<file path="src/rtl/rid_pkg.sv">
// shared types and codes for the reversible indexed deque
// used by rid_front, rid_back and the top level; depends on nothing
`timescale 1ns / 1ps

package rid_pkg;

  localparam int unsigned IDX_W  = 16;
  localparam int unsigned VAL_W  = 32;
  localparam int unsigned MODE_W = 3;
  localparam int unsigned STAT_W = 2;

  typedef enum logic [MODE_W-1:0] {
    MODE_PUSH_LEFT  = 3'd0,
    MODE_PUSH_RIGHT = 3'd1,
    MODE_POP_LEFT   = 3'd2,
    MODE_POP_RIGHT  = 3'd3,
    MODE_GET        = 3'd4,
    MODE_SET        = 3'd5,
    MODE_REVERSE    = 3'd6,
    MODE_QUERY      = 3'd7
  } mode_e;

  typedef enum logic [2:0] {
    OP_PUSH,
    OP_POP,
    OP_GET,
    OP_SET,
    OP_REV,
    OP_QUERY
  } op_e;

  typedef enum logic [STAT_W-1:0] {
    STAT_OK        = 2'd0,
    STAT_POP_EMPTY = 2'd1,
    STAT_RANGE     = 2'd2,
    STAT_FULL      = 2'd3
  } status_e;

  // one decoded operation as it sits in the command queue
  typedef struct packed {
    op_e              op;
    logic             left;
    logic [IDX_W-1:0] index;
    logic [VAL_W-1:0] value;
  } entry_t;

endpackage

</file>
<file path="src/rtl/rid_front.sv">
// command front end: takes operations, decodes them and queues them
// uses rid_pkg for the mode codes and the queue entry type
`timescale 1ns / 1ps

module rid_front (
  input  logic                          clk_i,
  input  logic                          rst_ni,
  input  logic                          start_i,
  input  logic [rid_pkg::MODE_W-1:0]    mode_i,
  input  logic [rid_pkg::IDX_W-1:0]     index_i,
  input  logic [rid_pkg::VAL_W-1:0]     value_i,
  output logic                          busy_o,
  output logic                          q_valid_o,
  input  logic                          q_pop_i,
  output rid_pkg::entry_t               q_entry_o
);

  localparam int unsigned QDEPTH = 2;

  rid_pkg::entry_t mem_q [QDEPTH];
  logic            wr_ptr_q, wr_ptr_d;
  logic            rd_ptr_q, rd_ptr_d;
  logic [1:0]      fill_q, fill_d;
  rid_pkg::entry_t dec;
  logic            push;
  logic            pop;

  always_comb begin
    dec.index = index_i;
    dec.value = value_i;
    dec.left  = 1'b0;
    dec.op    = rid_pkg::OP_QUERY;
    case (rid_pkg::mode_e'(mode_i))
      rid_pkg::MODE_PUSH_LEFT: begin
        dec.op   = rid_pkg::OP_PUSH;
        dec.left = 1'b1;
      end
      rid_pkg::MODE_PUSH_RIGHT: dec.op = rid_pkg::OP_PUSH;
      rid_pkg::MODE_POP_LEFT: begin
        dec.op   = rid_pkg::OP_POP;
        dec.left = 1'b1;
      end
      rid_pkg::MODE_POP_RIGHT: dec.op = rid_pkg::OP_POP;
      rid_pkg::MODE_GET:       dec.op = rid_pkg::OP_GET;
      rid_pkg::MODE_SET:       dec.op = rid_pkg::OP_SET;
      rid_pkg::MODE_REVERSE:   dec.op = rid_pkg::OP_REV;
      default:                 dec.op = rid_pkg::OP_QUERY;
    endcase
  end

  assign busy_o    = (fill_q == 2'(QDEPTH));
  assign push      = start_i && !busy_o;
  assign q_valid_o = (fill_q != 2'd0);
  assign pop       = q_pop_i && q_valid_o;
  assign q_entry_o = mem_q[rd_ptr_q];

  always_comb begin
    wr_ptr_d = push ? ~wr_ptr_q : wr_ptr_q;
    rd_ptr_d = pop ? ~rd_ptr_q : rd_ptr_q;
    fill_d   = fill_q;
    if (push && !pop) begin
      fill_d = fill_q + 2'd1;
    end else if (pop && !push) begin
      fill_d = fill_q - 2'd1;
    end
  end

  always_ff @(posedge clk_i or negedge rst_ni) begin
    if (!rst_ni) begin
      wr_ptr_q <= 1'b0;
      rd_ptr_q <= 1'b0;
      fill_q   <= 2'd0;
    end else begin
      wr_ptr_q <= wr_ptr_d;
      rd_ptr_q <= rd_ptr_d;
      fill_q   <= fill_d;
    end
  end

  always_ff @(posedge clk_i) begin
    if (push) begin
      mem_q[wr_ptr_q] <= dec;
    end
  end

  property p_no_overflow;
    @(posedge clk_i) disable iff (!rst_ni) fill_q <= 2'(QDEPTH);
  endproperty
  a_no_overflow: assert property (p_no_overflow) else $error("command queue overflow");

  property p_fill_tracks;
    @(posedge clk_i) disable iff (!rst_ni)
      (push && !pop) |=> (fill_q == $past(fill_q) + 2'd1);
  endproperty
  a_fill_tracks: assert property (p_fill_tracks) else $error("queue fill lost a transfer");

endmodule

</file>
<file path="config.mk">
export PLATFORM = sky130hd
export DESIGN_NAME = rid_front
export DESIGN_NICKNAME = d
export VERILOG_FILES = /design/src/rtl/rid_pkg.sv /design/src/rtl/rid_front.sv
export SDC_FILE = /design/constraint.sdc
export NUM_CORES = 1
export LEC_CHECK = 0
export ABC_AREA = 1
export BUFFER_PORTS_ARGS = -buffer_cell sky130_fd_sc_hd__buf_4
export CORE_MARGIN = 2
export CORE_UTILIZATION = 45
export DETAILED_ROUTE_END_ITERATION = 10
export HOLD_SLACK_MARGIN = 0.03
export PLACE_DENSITY_LB_ADDON = 0.08
export SYNTH_ARGS = -nofsm -noshare
export SYNTH_HDL_FRONTEND = slang
export SYNTH_SLANG_ARGS = --single-unit
export TNS_END_PERCENT = 50
</file>
<file path="constraint.sdc">
create_clock -name clk_i -period 3.1 [get_ports clk_i]
set_input_delay 0.155 -clock clk_i [delete_from_list [all_inputs] [get_ports clk_i]]
set_output_delay 0.155 -clock clk_i [all_outputs]
set_load 0.05 [all_outputs]
</file>
**Yosys cells after proc, flatten, opt, wreduce, memory -nomap -nowiden**

Memory sizes are Yosys's and may differ from the RTL's.
Index checks and enable logic that the tools add are counted.

- Add/subtract/negate cells: 2
- Multiplexer cells: 6
- Bitwise gates (word level): 2
- Reduce and logical (&&, ||, !) cells: 13
- Equal/unequal tests: 7

Operators with widths:

| kind | number |
|---|---|
| case mux 3 bit (5 select lines) | 1 |
| == test 3 bit (second input constant) | 3 |
| == test 3 x 2 -> 1 bit (second input constant) | 2 |
| OR reduction 2 bit | 3 |
| logical AND 1 bit | 4 |
| 2-to-1 mux 2 bit | 2 |
| nonzero test 2 bit | 2 |
| == test 3 x 1 -> 1 bit (second input constant) | 1 |
| zero test 1 bit | 3 |
| zero test 3 bit | 1 |
| 2-to-1 mux 1 bit | 3 |
| adder 2 x 1 -> 2 bit (second input constant) | 1 |
| == test 2 bit (second input constant) | 1 |
| inverter 1 bit | 2 |
| subtractor 2 x 1 -> 2 bit (second input constant) | 1 |

- Word-level logic and storage cells: 34
- Flip-flop bits (word level): 4
- Output and inout port bits: 54
- RAM bits: 104
- Memories: 1

Memory list:

| memory | words | width | rd ports | clocked after Yosys merged registers in | write ports | RTL line | text |
|---|---|---|---|---|---|---|---|
| mem_q | 2 | 52 | 1 | 0 | 1 | rid_front.sv:20 | `rid_pkg::entry_t mem_q [QDEPTH];` |

**Depth between registers and ports, before layout**

Gate-level depths: netlist (run 1).

- Word-level depth: 7
- Gate-level depth with buffers: 9

**Worst setup path before layout (run 1)**

Ideal clock, no wire load.

- Kind: register to register
- From: register fill_q[1]
- To: memory mem_q[1][0] in the netlist's numbering, enable pin
- Clock period less this slack: 3.237 ns
- Cell stages (with the launch flop): 4
- Arrival time: 2.775 ns
- Path slack: -0.137 ns
- Cells stage by stage: dfrtp_1 > inv_1 > o21ai_0 > nor2_1

- Word-level cells in the longest chain between the ends: 5

RTL lines:

| item | RTL line | text |
|---|---|---|
| start, declared | rid_front.sv:23 | `logic [1:0] fill_q, fill_d;` |
| start signal, assigned | rid_front.sv:76 | `fill_q <= fill_d;` |
| == test 2 bit | rid_front.sv:51 | `assign busy_o = (fill_q == 2'(QDEPTH));` |
| zero test 1 bit | rid_front.sv:52 | `assign push = start_i && !busy_o;` |
| logical AND 1 bit | rid_front.sv:52 |  |
| 2-to-1 mux 1 bit | rid_front.sv:81 | `if (push) begin` |
| 2-to-1 mux 1 bit (not written as such) | rid_front.sv:82 | `mem_q[wr_ptr_q] <= dec;` |
| end, declared | rid_front.sv:20 |  |

Every way passes these cells.

==> key figures, run 1 <==
Pwr
  • Final Power: roughly 5.8 mW
  • Peak VDD IR: 558.1 µV
  • Power per Cell Area: roughly 1000 nW/µm²
  • Leakage: ~2.4 nW

Detailed routing
  • Uppermost layer routed: met4
  • DR pass1 iterations: 4
  • Met3 routed WL: 476 µm
  • Initial DRC count: between 100 and 150
  • DRC: 0
  • Antenna Nets Post-Route: 0
  • DR WL met2: just under 4000 µm
  • Via count: roughly 2.7k
  • Vias per inst: between 4 and 5
  • Per-cell routed wire length: 13.81 µm
  • Wl on met1: 3524 µm
  • Routed wire length: between 8000 and 9000 µm

Layout
  • Area of the multi-input gates: 725.7 µm²
  • Area Growth Syn to Fin: 38.25%
  • Share of layout cells above drive strength 1: about 28%
  • Register area: approximately 3200 µm²
  • N_diodes: 0
  • Final nets: about 530
  • Fillers: 684

Die
  • IO Count: around 110
  • Die H: about 99 µm
  • Die area: 9865 µm²
  • Chip width: a little under 100 µm
  • Row count: 34
  • Effective utilization at floorplan: a little under half
  • Core area: 8763 µm²

Placement
  • GPL Wtd Cong: around 0.69
  • PortBufs: 108
  • HPWL Detailed: around 4600 µm

Clock tree
  • Setup repair bufs after CTS: 0
  • H-tree lvl count: 3
  • CTS Buffer Depth: 2
  • Worst-skew pair later-pin latency: between 300 and 400 ps
  • Sink Count: between 100 and 150
  • Number of buffers created by CTS: 9
  • PostCTS Resize Cnt: 0
  • Clock root buffer: clkbuf_8
  • Clock slew at reported path FFs: approximately 90 ps
  • CTS tree: done

Logic synthesis
  • Register bit total from synthesis: approximately 110
  • Seq/Total Area, Yosys: between 70% and 80%
  • Synth Net Count: 367
  • Ys Warns: 0
  • Mapped Cells: approximately 310
  • Cell variety after synth: 17
  • Syn Area/Cell: between 10 and 15 µm²
  • Synthesized area: between 4000 and 5000 µm²

Global routing
  • Pin count of the biggest net entering global routing: 54
  • Initial antenna violation count: 0
  • Vias in the first global route: around 2.7k
  • First-pass GRT wire length: approximately 13,000 µm
  • Overflow after GRT: 0
  • GRT Total Usage: roughly 17%

Timing
  • Fin. Hold Viols: 0
  • Worst-Margin Slew: just under 600 ps
  • Final Setup Violations: 0
  • Max Clk Rate: 492.3 MHz
  • Slew HR: about 61%
  • RSZ-0062 raised after global routing: no
  • Tmin final: roughly 2000 ps
  • Clock Skew: 20.66 ps
  • Sum of negative setup slack: 0 ps
  • Final Max Slew Viols: 0
  • Final period util: between 60% and 70%

Critical path
  • Setup CP Type: flop to primary output
  • Worst EP arrival: 1880 ps
  • Setup crit end kind: primary output
  • R2R cell count: 4
  • CP Max Fanout: 33
  • CP Launch Type: flop
  • CP Data Required Time: 2940 ps

Outcome
  • Outcome: finished, final reports clean

Min path
  • Min-Delay Path Depth: 3
  • Worst Hold Class: input pin to flop

Run
  • MaxCap Viol Count: 0
## Yosys cell counts
cell,count,area [µm²]
nor2_2,1,6.260
ha_1,1,12.51
nand2_2,2,12.51
nand4_1,1,6.260
nor2_1,3,11.26
o21ai_0,1,5.000
buf_6,6,67.56
inv_6,1,8.760
buf_4,5,37.54
inv_2,1,3.750
nand3_1,2,10.01
dfrtp_1,4,100.1
nor2_4,1,11.26
nand2_1,169,634.4
xnor2_1,1,8.760
edfxtp_1,104,3123
inv_1,8,30.03
## power by group
part / internal (mW) / switching, mW
logic: 0.782 / 2.12
registers: 1.99 / 0.127
clock network: 0.302 / 0.470
total: 3.07 / 2.72
## worst paths after layout
path	start	slack, ps	end
min in group asynchronous	rst_ni	120	fill_q[0]$_DFFE_PN0P_
hold reg to reg	fill_q[1]$_DFFE_PN0P_	490	fill_q[1]$_DFFE_PN0P_
hold / removal	q_pop_i	60	rd_ptr_q$_DFFE_PN0P_
setup / recovery	rd_ptr_q$_DFFE_PN0P_	1070	q_entry_o[9]
setup reg to reg	fill_q[1]$_DFFE_PN0P_	1290	mem_q[1][50]$_DFFE_PP_
max in group asynchronous	rst_ni	2860	rd_ptr_q$_DFFE_PN0P_
## worst max-delay path, stage by stage (launching register included)
cell and delay (ps):
dfrtp_2 680, buf_4 440, nand2_1 90, nand2_1 110
buf_4 210
## placed cells by master, fill, tap and decap left out, types with 3 or more instances in the layout
master and count:
edfxtp_1 104, buf_4 109, dfrtp_1 3, nand2_1 169
clkbuf_8 9, dlygate4sd3_1 49, inv_1 7
## cells by family after synthesis
logic type	synth area share, %
AO/OA/AOI/OAI	0.1223
XOR/XNOR	0.2142
adder cells (fa/ha/maj)	0.3059
buffers and inverters	3.611
flip-flops	78.83
AND/OR/NAND/NOR	16.92
## final cells by class
cell class | instances | share of cell area, %
Timing Repair Buffer | 160 | 23.86
Tap cell | 108 | 2.390
Clock inverter | 6 | 0.8632
Multi-Input combinational cell | 182 | 12.84
Clock buffer | 10 | 2.258
Inverter | 10 | 0.7525
Sequential cell | 108 | 57.04
## state kept, by name, indices dropped and copies added (netlist names)
signal,flops
wr_ptr_q,1
rd_ptr_q,1
fill_q,2
mem_q,104
## through the flow
stage | util [%] | hold slack (ps) | setup WS, ps | instance area (µm²) | instances
final | 64.51 | 60.00 | 1069 | 5653 | 584
after global routing | 64.51 | 58.90 | 901.1 | 5653 | 584
after CTS | 64.51 | 47.69 | 1039 | 5653 | 584
after detailed placement | 56.90 | -41.88 | 1281 | 4986 | 519
after global placement | 56.90 | -45.35 | 1308 | 4986 | 519
after floorplan | - | -140.6 | 717.9 | 4091 | 311
## repair_timing
action	in CTS	in global routing
endpoints found under the hold margin	100	0
setup endpoints to repair	0	0
hold buffers	49	0
## routing by layer
metal  up-vias  track usage, %
met5         -               0
met4         0           4.847
met3         8           4.849
li1       1352               -
met1      1223           21.38
met2        87           28.33
No activity file was read; power rests on OpenSTA's default activity.
==> run 2: changes to the inputs <==
==> constraint.sdc (replaced) <==
create_clock -name clk_i -period 1.9 [get_ports clk_i]
set_input_delay 0.095 -clock clk_i [delete_from_list [all_inputs] [get_ports clk_i]]
set_output_delay 0.095 -clock clk_i [all_outputs]
set_load 0.05 [all_outputs]
==> run 2 against run 1 <==
  * Combinational power rose by 66%
  * Total power rose by 64%
  * Clock-buffer cell count fell by 1
  * Sequential power rose by 59%
  * Clock skew fell by 10 ps
  * Final cell count rose by 0.86%
  * Worst setup slack got worse by 790 ps
  * Critical path depth did not move
  * Sequential cell count did not move
  * Global-route usage fell by 0.30 points
  * Sequential share of layout area fell by 0.40 points
  * Critical endpoint is now q_entry_o[24]
  * Largest cell class unchanged
  * Largest power group unchanged
  * Highest routed layer unchanged
==> key figures, run 2 (synthesized netlist as in run 1, its figures left out) <==
Layout
  • Post-route design area: 5693 µm² (+0.71%)
  • Commonest non-fill, non-tap cells in the layout: nand2_1 (169), buf_4 (112), edfxtp_1 (104), dlygate4sd3_1 (51), clkbuf_8 (9)
  • Area Growth Syn to Fin: 39.23%
  • N_diodes: 0 (unchanged)
  • Share of layout cells above drive strength 1: 28.48% (+0.33 points)
  • Largest regs: mem_q (104), fill_q (2)
  • Final nets: 532 (+0.95%)
  • Commonest non-fill, non-tap cell in the layout: nand2_1
  • Final design utilization: 64.96% (+0.46 points)
  • Reg with most FFs: mem_q
  • Max reg flops: 104 (unchanged)

Global routing
  • Overflow after GRT: 0 (unchanged)
  • Initial antenna violation count: 0 (unchanged)
  • Met2 Usage GRT: 28.38% (+0.052 points)
  • Gr busiest metal: met2
  • GR met1 Demand/Resource: 20.16% (-1.2 points)
  • Pin count of the biggest net entering global routing: 54 (unchanged)
  • First-pass GRT wire length: 12,440 µm (-2.3%)
  • Vias in the first global route: 2,665 (-1.0%)
  • GRT Total Usage: 16.52% (-0.30 points)
  • Met3 Use GR: 4.006% (-0.84 points)

Detailed routing
  • Routed wire length: 7853 µm (-2.7%)
  • DR pass1 iterations: 6 (+2)
  • Vias per inst: 4.574 (about the same)
  • Via count: 2,694 (+0.90%)
  • Antenna Nets Post-Route: 0 (unchanged)
  • DRC: 0 (unchanged)
  • Initial DRC count: 148 (+10%)
  • Per-cell routed wire length: 13.33 µm (-3.5%)

Placement
  • HPWL Detailed: 4665 µm (+1.0%)
  • Post-Place Setup Slack: 414.0 ps (-866.8 ps)
  • Post-DP Area: 5009 µm² (+0.45%)
  • GPL Wtd Cong: 0.7476 (+8.4%)
  • PortBufs: 108 (unchanged)

Clock tree
  • Setup repair bufs after CTS: 0 (unchanged)
  • CTS Hold Bufs: 51 (+4.1%)
  • PostCTS Resize Cnt: 0 (unchanged)
  • Sink Count: 108 (unchanged)
  • Number of buffers created by CTS: 9 (unchanged)
  • CTS tree: done
  • Worst-skew pair later-pin latency: 360 ps (about the same)
  • H-tree lvl count: 3 (unchanged)
  • Clock slew at reported path FFs: 90 ps (about the same)
  • Clock root buffer: clkbuf_8
  • CTS Buffer Depth: 2 (unchanged)

Pwr
  • Peak VDD IR: 842.6 µV (+51%)
  • Reg power frac: 35.7% (-0.8 points)
  • Power per Cell Area: 1664 nW/µm² (+62%)
  • Leakage: 2.459 nW (+1.2%)
  • Sw frac: 46.77% (-0.20 points)
  • Reported net switching power: 4.430 mW (+63%)
  • Portion of total power attributed to the clock network: 13.2% (about the same)
  • Pint: 5.041 mW (+64%)
  • Power share of the combinational group: 51.1% (+0.9 points)

Timing
  • Final Worst Setup Slack: 281.5 ps (-787.2 ps)
  • Final period util: between 80% and 90%
  • Clock Skew: 10.37 ps (-10.29 ps)
  • Worst-Margin Slew: 425.1 ps (-159.5 ps)
  • Tmin final: roughly 1600 ps
  • Fin. Hold Viols: 0 (unchanged)
  • Max Clk Rate: just over 600 MHz
  • Slew HR: 71.36% (+10 points)
  • Final Setup Violations: 0 (unchanged)
  • Final Max Slew Viols: 0 (unchanged)
  • RSZ-0062 raised after global routing: no

Run
  • MaxCap Viol Count: 0 (unchanged)

Critical path
  • CP Launch Type: flop
  • Top delay family on crit path: buffers and inverters
  • CP Cell Sequence: inv_6 > nand2_1 > nand2_1 > buf_4
  • Setup CP Type: flop to primary output
  • CP Max Fanout: 53 (+61%)
  • Max incr delay on CP: 450 ps (-230 ps)
  • Worst EP arrival: 1520 ps (-360 ps)
  • Buf/Inv on CP: 2 (unchanged)
  • Setup crit end kind: primary output
  • Cell repeated most along the worst path: nand2_1
  • Slowest CP cell: dfrtp_2
  • CP Data Required Time: 1800 ps (-1140 ps)

Outcome
  • Outcome: finished, final reports clean

Die
  • Row count: 34 (unchanged)
  • Chip width: 99.33 µm (unchanged)
  • Die area: 9865 µm² (unchanged)
  • Core area: 8763 µm² (unchanged)
  • IO Count: 109 (unchanged)
  • Die H: 99.33 µm (unchanged)
  • Effective utilization at floorplan: 46.66% (unchanged)

Min path
  • Worst Hold Class: input pin to flop
[run 2: changes by cell type in the layout (fill, tap and decap cells not counted), sizes merged]
cell,before,now
buf,111,114
clkbuf,10,9
clkinv,3,4
clkinvlp,1,0
dlygate4sd3,49,51
inv,12,13
[run 2: final timing paths]
kind / startpoint / endpoint / slack (ps) / cells past startpoint
setup / recovery: rd_ptr_q$_DFFE_PN0P_ / q_entry_o[24] / 280 / 4
hold / removal: mode_i[2] / mem_q[0][48]$_DFFE_PP_ / 40 / 2
hold reg to reg: fill_q[1]$_DFFE_PN0P_ / fill_q[1]$_DFFE_PN0P_ / 490 / 2
max in group asynchronous: rst_ni / rd_ptr_q$_DFFE_PN0P_ / 1720 / 2
setup reg to reg: fill_q[1]$_DFFE_PN0P_ / mem_q[0][5]$_DFFE_PP_ / 420 / 6
min in group asynchronous: rst_ni / rd_ptr_q$_DFFE_PN0P_ / 70 / 2
[run 2: power groups by stage]
stage,Sequential (mW),Combinational [mW],Clock (mW)
floorplan,3.42,3.48,0
global placement,3.42,4.79,0
detailed placement,3.44,4.82,0
CTS,3.39,4.91,1.29
global route,3.43,5.17,1.38
finish,3.38,4.84,1.25
[run 2: per-stage QoR]
| step | hold WS, ps | cells | setup TNS (ps) | power [mW] |
|---|---|---|---|---|
| finish | 40.76 | 589 | 0 | 9.471 |
| global route | 31.16 | 589 | 0 | 9.982 |
| CTS | 30.11 | 589 | 0 | 9.587 |
| detailed placement | -101.2 | 522 | 0 | 8.262 |
| global placement | -102.7 | 522 | 0 | 8.217 |
| floorplan | -200.6 | 311 | -16970 | 6.900 |
[run 2: layer usage]
| layer | up-vias | part of all wire [%] |
|---|---|---|
| met4 | 0 | 1.6 |
| met2 | 78 | 51 |
| met5 | - | 0 |
| li1 | 1362 | - |
| met3 | 11 | 5.9 |
| met1 | 1243 | 42 |
[run 2: cell type report]
class / count / area, µm²
Sequential cell: 108 / 3224
Clock inverter: 7 / 50.05
Multi-Input combinational cell: 182 / 725.7
Timing Repair Buffer: 165 / 1391
Clock buffer: 9 / 123.9
Tap cell: 108 / 135.1
Fill cell: 674 / 3070
Inverter: 10 / 42.54
[run 2: worst register-to-register path, cell delays in order (launching register included)]
cell and delay, ps:
dfrtp_1 390, inv_1 130, nor2_2 70, nor2_4 90, nand2_1 80, inv_2 90
buf_4 300
